==> config.mk <==
export PLATFORM = sky130hd
export DESIGN_NAME = nabd_ctrl
export DESIGN_NICKNAME = d
export VERILOG_FILES = /design/src/rtl/core/nabd_pkg.sv /design/src/rtl/core/nabd_ctrl.sv
export SDC_FILE = /design/constraint.sdc
export NUM_CORES = 1
export LEC_CHECK = 0
export ABC_AREA = 1
export BUFFER_PORTS_ARGS = -buffer_cell sky130_fd_sc_hd__buf_2
export CAP_MARGIN = 5
export CORE_AREA = 2 2 39 41
export CTS_CLUSTER_SIZE = 24
export DETAILED_ROUTE_END_ITERATION = 12
export DIE_AREA = 0 0 41 43
export PLACE_DENSITY = 0.39
export SLEW_MARGIN = 20
export SYNTH_ARGS = -nofsm -noshare
export SYNTH_HDL_FRONTEND = slang
export SYNTH_SLANG_ARGS = --single-unit
==> constraint.sdc <==
create_clock -name aclk -period 1.35 [get_ports aclk]
set_input_delay 0.135 -clock aclk [delete_from_list [all_inputs] [get_ports aclk]]
set_output_delay 0.135 -clock aclk [all_outputs]
set_load 0.01 [all_outputs]
==> src/rtl/core/nabd_pkg.sv <==
`default_nettype none

package nabd_pkg;

    // Build constants
    localparam int MAX_OUT_WIDTH = 1024;
    localparam int PIXEL_BITS    = 16;
    localparam int DECIMATION    = 2;

    // Register field widths
    localparam int OUT_WIDTH_BITS = 11;
    localparam int CFG_ADDR_W     = 2;
    localparam int CFG_DATA_W     = 16;

    // Column / index widths
    localparam int IDX_W = $clog2(MAX_OUT_WIDTH);
    localparam int EFF_W = IDX_W + 1;          // holds MAX_OUT_WIDTH itself
    localparam int COL_W = IDX_W + 2;          // holds a full source line length

    // Arithmetic widths
    localparam int VAL_W       = PIXEL_BITS + 1;   // one sample, sign-extended
    localparam int STORE_SUM_W = PIXEL_BITS + 3;   // pair partial sum
    localparam int CNT_W       = 2;                // pair count 0..2
    localparam int STORE_W     = STORE_SUM_W + CNT_W;
    localparam int SUM_W       = PIXEL_BITS + 4;   // block sum
    localparam int BCNT_W      = 3;                // block count 0..4
    localparam int MAG_W       = SUM_W - 1;
    localparam int PROD_W      = 2 * MAG_W;

    // Divide by 3: ceil(2^SUM_W / 3), exact for magnitudes below 2^(SUM_W-1)
    localparam logic [MAG_W-1:0] DIV3_MULT = MAG_W'(((64'd1 << SUM_W) / 3) + 1);

    typedef enum logic [CFG_ADDR_W-1:0] {
        REG_OUT_WIDTH      = 2'd0,
        REG_NULL_VALUE     = 2'd1,
        REG_NEAREST_MODE   = 2'd2,
        REG_SIGNED_SAMPLES = 2'd3
    } cfg_reg_t;

    typedef struct packed {
        logic accept;     // input transfer this cycle
        logic sum_en;     // fold store entry with odd-line pair
        logic div_en;     // magnitude and reciprocal product
        logic load_out;   // load output register
    } nabd_cmd_t;

    typedef struct packed {
        logic odd_right;  // pending input is the right pixel of an odd-line pair
        logic out_free;   // output register can take a result
    } nabd_stat_t;

endpackage

`default_nettype wire

==> src/rtl/core/nabd_ctrl.sv <==
`default_nettype none

module nabd_ctrl
    import nabd_pkg::*;
(
    input  wire logic       aclk,
    input  wire logic       aresetn,
    input  wire logic       s_tvalid,
    output logic            s_tready,
    input  wire nabd_stat_t stat,
    output nabd_cmd_t       cmd
);

    typedef enum logic [1:0] {
        S_IDLE,
        S_SUM,
        S_DIV,
        S_OUT
    } state_t;

    state_t state_reg;

    assign s_tready = (state_reg == S_IDLE);

    always_comb begin
        cmd          = '0;
        cmd.accept   = s_tvalid && (state_reg == S_IDLE);
        cmd.sum_en   = (state_reg == S_SUM);
        cmd.div_en   = (state_reg == S_DIV);
        cmd.load_out = (state_reg == S_OUT) && stat.out_free;
    end

    always_ff @(posedge aclk) begin
        if (!aresetn) begin
            state_reg <= S_IDLE;
        end else begin
            case (state_reg)
                S_IDLE: begin
                    if (s_tvalid && stat.odd_right) begin
                        state_reg <= S_SUM;
                    end
                end
                S_SUM:  state_reg <= S_DIV;
                S_DIV:  state_reg <= S_OUT;
                S_OUT: begin
                    if (stat.out_free) begin
                        state_reg <= S_IDLE;
                    end
                end
                default: state_reg <= S_IDLE;
            endcase
        end
    end

endmodule

`default_nettype wire

==> impl_metrics.json, run 1 <==
{
  "pre_cts_slack_ns": 0.268,
  "syn_inst": 26,
  "yosys.area_share.xor_xnor": 0,
  "routedWlPerCell_um": 6.91,
  "finalCriticalPeriod_ns": 1.24,
  "finalClockSkew_ns": 0.000208,
  "cap_violations": 0,
  "worst-path-max-fanout": 4,
  "critical-path-slowest-cell": "dfxtp_1",
  "die_h_um": 43,
  "diodes": 0,
  "worst_hold_slack_ns": 0.156,
  "clockRootBuffer": "clkbuf_4",
  "multiInputGateArea_um2": 123,
  "fin_crit_sh": 0.922,
  "grt_pass1_vias": 168,
  "largest_reg_flops": 2,
  "peakVddDrop_mv": 0.687,
  "core_um2": 1380,
  "synth_seq_cells": 2,
  "cts_buffer_depth": 2,
  "dp_hpwl_um": 308,
  "drive_above_1_share": 0.447,
  "setup_viol": 0,
  "required_ns": 1.22,
  "synth-compound-area-share": 0.0753,
  "holdCritPathClass": "primary input to register",
  "via_per_inst": 3.35,
  "antenna_left": 0,
  "fin_ws_ns": 0.106,
  "synth.distinct_cells": 9,
  "vias": 181,
  "start_util": 0.132,
  "die-width_um": 41,
  "p_leak_uw": 0.000166,
  "fmax_mhz": 804,
  "worst_pin_slew_ns": 0.140,
  "synthAdderAreaFrac": 0.274,
  "io_pins": 10,
  "tns_ns": 0,
  "clk_latency_ns": 0.22,
  "antenna_found_initial": 0,
  "final_nets": 49,
  "groute.usage.overall": 0.0561,
  "synth-simple-area-share": 0.308,
  "path_class": "register to output port",
  "drt_iter0_drc": 1,
  "crit_arrival_ns": 1.11,
  "yosys_warnings": 0,
  "yosys-mux-area-fraction": 0,
  "fin_cells": 54,
  "path_cells": "inv_1 > ha_2 > nand2_1 > inv_1 > buf_2",
  "areaGrowthSynthToFinish_pct": 49.3,
  "dp.cells": 51,
  "relSlewSlack": 0.907,
  "postCtsHoldBufs": 0,
  "path_clk_slew_ns": 0.03,
  "ys_seq_area_frac": 0.219,
  "cellPowerDensity_nw_per_um2": 2270,
  "htree_num_levels": 1,
  "outcome": "complete, no violations",
  "rsz0062_at_grt": "no",
  "rrSetupSlack_ns": 0.30,
  "synth_top_family_by_area": "simple AND/OR/NAND/NOR gates",
  "syn_area_per_cell_um2": 7.03,
  "grt.overflow.total": 0,
  "seq_area_um2": 40.0,
  "drc": 0,
  "finalHoldViolCount": 0,
  "grt_max_degree": 5,
  "dr.pass1.iters": 2,
  "crit_path_frequent_cell": "inv_1",
  "max_stage_delay_ns": 0.35,
  "grt_pass1_wl_um": 579,
  "syn-cell-area_um2": 183,
  "crit_path_start_kind": "register",
  "routed_wl_um": 373,
  "cts.sinks": 2,
  "row_count": 14,
  "gp_congestion": 0.631,
  "n_fill_cell": 162,
  "cts_tree": "done",
  "io_buffer_count": 9,
  "synth_nets": 35,
  "die_area_um2": 1760,
  "cp-end-kind": "output port",
  "slew_violations": 0,
  "cts_made_buffers": 3
}
[worst paths after layout]
path                     start  cells past startpoint      endpoint
setup / recovery  state_reg[0]                      5        cmd[3]
hold / removal         aresetn                      3  state_reg[1]
setup reg to reg  state_reg[0]                      6  state_reg[1]
hold reg to reg   state_reg[1]                      2  state_reg[1]
[logic make-up (layout without fill, tap and decap cells)]
| group | after synthesis | after routing |
|---|---|---|
| and+or+nand+nor | 12 | 12 |
| buffers and inverters | 6 | 18 |
| adders and majority gates | 4 | 4 |
| AOI/OAI and AO/OA | 2 | 2 |
| DFF | 2 | 2 |
[synth_stat cells (all sizes together)]
library cell	number	share of area
inv	6	0.12
dfxtp	2	0.22
nor2	2	0.041
nand2	9	0.21
a21oi	2	0.075
nand3	1	0.055
ha	4	0.27
[per-layer routing]
metal / GRT usage / up-vias / routed length [µm]
met2: 0.0688 / 8 / 174
met5: 0 / - / 0
met1: 0.0510 / 72 / 166
met4: 0.100 / 0 / 0
met3: 0.0157 / 0 / 33
li1: - / 101 / -
[power breakdown]
group	internal (µW)	switching [µW]	total (µW)
registers	90.1	28.6	119
logic	158	211	369
clock network	98.0	32.8	131
[cells in the final DEF, fill, tap and decap left out]
cell type  n
nor2_1     2
nand3_2    1
clkbuf_4   3
a21oi_1    1
buf_2      9
ha_2       1
inv_1      6
nand2_2    2
nand2_1    7
dfxtp_1    2
ha_1       3
a21oi_2    1
[metrics by stage]
step / total power, µW / util / area, µm²
final: 618 / 0.197 / 273
after detailed placement: 486 / 0.179 / 248
after floorplan: 389 / - / 183
after global placement: 486 / 0.179 / 248
after CTS: 628 / 0.195 / 270
after global routing: 698 / 0.197 / 273
[layout make-up]
type                            count  area share
Multi-Input combinational cell     18       0.450
Timing Repair Buffer                9       0.165
Sequential cell                     2       0.147
Clock buffer                        3      0.0826
Inverter                            6      0.0826
Tap cell                           16      0.0734
[timing repair]
item                                    4_1_cts  5_1_grt
endpoints found under the setup margin        0        1
resized for setup                             0        1
endpoints found under the hold margin         0        0
buffers inserted                              0        0
[critical path: cells and delay by family (launching register included)]
kind | cells | cell delay, ns
adders and majority gates | 1 | 0.22
buffers and inverters | 3 | 0.25
DFF | 1 | 0.35
and+or+nand+nor | 1 | 0.07
No activity file was read; power rests on OpenSTA's default activity.
==> inputs of run 2 (changes only) <==
--- a/config.mk
+++ b/config.mk
@@ -9,6 +9,7 @@
 export BUFFER_PORTS_ARGS = -buffer_cell sky130_fd_sc_hd__buf_2
 export CAP_MARGIN = 5
 export CORE_AREA = 2 2 39 41
+export CTS_BUF_LIST = sky130_fd_sc_hd__clkbuf_8
 export CTS_CLUSTER_SIZE = 24
 export DETAILED_ROUTE_END_ITERATION = 12
 export DIE_AREA = 0 0 41 43
==> run 2 against run 1 <==
Net effect: hold slack better by 0.014 ns; largest power group unchanged; cell area increased by 6.9%; critical path type unchanged; maximum frequency increased by 1.1%.
==> impl_metrics.json, run 2 (synthesis results as in run 1) <==
{
  "n_fill_cell": 160,
  "die_h_um": 43,
  "areaGrowthSynthToFinish_pct": 59.6,
  "diodes": 0,
  "relSlewSlack": 0.907,
  "grt_max_degree": 5,
  "cp-end-kind": "output port",
  "reg2reg_from": "state_reg[0]",
  "via_per_inst": 3.31,
  "cts.sinks": 2,
  "path_class": "register to output port",
  "crit_arrival_ns": 1.10,
  "most-common-layout-cells": "buf_2 (9), nand2_1 (7), inv_1 (6)",
  "fin_cells": 54,
  "core_um2": 1380,
  "cellPowerDensity_nw_per_um2": 2480,
  "groute.usage.overall": 0.0561,
  "finalCriticalPeriod_ns": 1.23,
  "worst_hold_slack_ns": 0.170,
  "holdPathEnd": "state_reg[1]",
  "die_area_um2": 1760,
  "required_ns": 1.22,
  "largest_reg_flops": 2,
  "slew_violations": 0,
  "gp_congestion": 0.631,
  "cap_violations": 0,
  "cts_made_buffers": 3,
  "routed_wl_um": 383,
  "clockRootBuffer": "clkbuf_8",
  "grt.overflow.total": 0,
  "routedWlPerCell_um": 7.09,
  "path_cells": "inv_1 > ha_2 > nand2_1 > inv_1 > buf_2",
  "postCtsHoldBufs": 0,
  "max_stage_delay_ns": 0.35,
  "grt_pass1_wl_um": 579,
  "hold_depth": 3,
  "antenna_left": 0,
  "hold_start": "aresetn",
  "crit_path_frequent_cell": "inv_1",
  "tns_ns": 0,
  "holdCritPathClass": "primary input to register",
  "outcome": "complete, no violations",
  "final_nets": 49,
  "row_count": 14,
  "dp.cells": 51,
  "worst-path-max-fanout": 4,
  "multiInputGateArea_um2": 123,
  "timing.rr.end": "state_reg[1]",
  "clk_latency_ns": 0.21,
  "fin_crit_sh": 0.912,
  "setup_viol": 0,
  "fmax_mhz": 813,
  "path_clk_slew_ns": 0.03,
  "start_util": 0.132,
  "r2r.worst_path.cells": 6,
  "vias": 179,
  "die-width_um": 41,
  "critical-path-slowest-cell": "dfxtp_1",
  "fin_total_pwr_uw": 722,
  "cts_tree": "done",
  "htree_num_levels": 1,
  "antenna_found_initial": 0,
  "drt_iter0_drc": 1,
  "crit_path_start_kind": "register",
  "worst_pin_slew_ns": 0.140,
  "rsz0062_at_grt": "no",
  "drive_above_1_share": 0.447,
  "seq_area_um2": 40.0,
  "rrSetupSlack_ns": 0.30,
  "cts_buffer_depth": 2,
  "grt_pass1_vias": 168,
  "finalHoldViolCount": 0,
  "peakVddDrop_mv": 0.855,
  "final_common_cell": "buf_2",
  "p_leak_uw": 0.000174,
  "dr.pass1.iters": 2,
  "finalClockSkew_ns": 0.000529,
  "drc": 0,
  "io_buffer_count": 9,
  "io_pins": 10,
  "dp_hpwl_um": 308
}
==> run 2: changes by cell type in the layout (fill, tap and decap cells not counted) <==
cell      delta
clkbuf_4     -3
clkbuf_8     +3
==> run 2: final cells by class <==
class                   count  share of cell area
well taps                  16              0.0687
flip-flops and latches      2               0.137
clock buffers               3               0.142
repair buffers              9               0.155
multi-input cells          18               0.421
inverters                   6              0.0773
==> run 2: how the worst max path moves through the flow <==
stage / from / endpoint / slack, ns / cells past startpoint
floorplan: state_reg[0] / state_reg[0] / 0.30 / 6
global placement: state_reg[0] / state_reg[0] / 0.27 / 6
detailed placement: state_reg[0] / state_reg[0] / 0.27 / 6
CTS: state_reg[0] / cmd[3] / 0.07 / 5
global route: state_reg[1] / cmd[3] / 0.05 / 5
finish: state_reg[0] / cmd[3] / 0.12 / 5
==> run 2: where the power goes <==
group,leakage [µW],switching [µW],internal [µW]
clock network,0.0000216,45.7,188
registers,0.0000166,28.6,90.2
logic,0.000136,211,158
==> run 2: critical path, delay by kind of cell (launching register included) <==
kind          cells  cell delay (ns)
simple gates      1             0.07
fa+ha+maj         1             0.22
flops             1             0.35
buf+inv           3             0.25
==> run 2: through the flow <==
| stage | setup WS [ns] | area (µm²) | utilization |
|---|---|---|---|
| floorplan | 0.304 | 183 | - |
| global placement | 0.267 | 248 | 0.179 |
| detailed placement | 0.268 | 248 | 0.179 |
| CTS | 0.0671 | 289 | 0.209 |
| global route | 0.0492 | 292 | 0.211 |
| finish | 0.119 | 292 | 0.211 |
==> run 2: layer usage <==
metal | global-route usage | up-vias | part of all wire
met3 | 0.0157 | 0 | 0.084
met2 | 0.0688 | 8 | 0.46
met5 | 0 | - | 0
met4 | 0.100 | 0 | 0
li1 | - | 100 | -
met1 | 0.0510 | 71 | 0.45
==> run 2: what timing repair did <==
| item | CTS | global route |
|---|---|---|
| setup endpoints to repair | 0 | 1 |
| setup buffers | 0 | 0 |
| resized for setup | 0 | 1 |
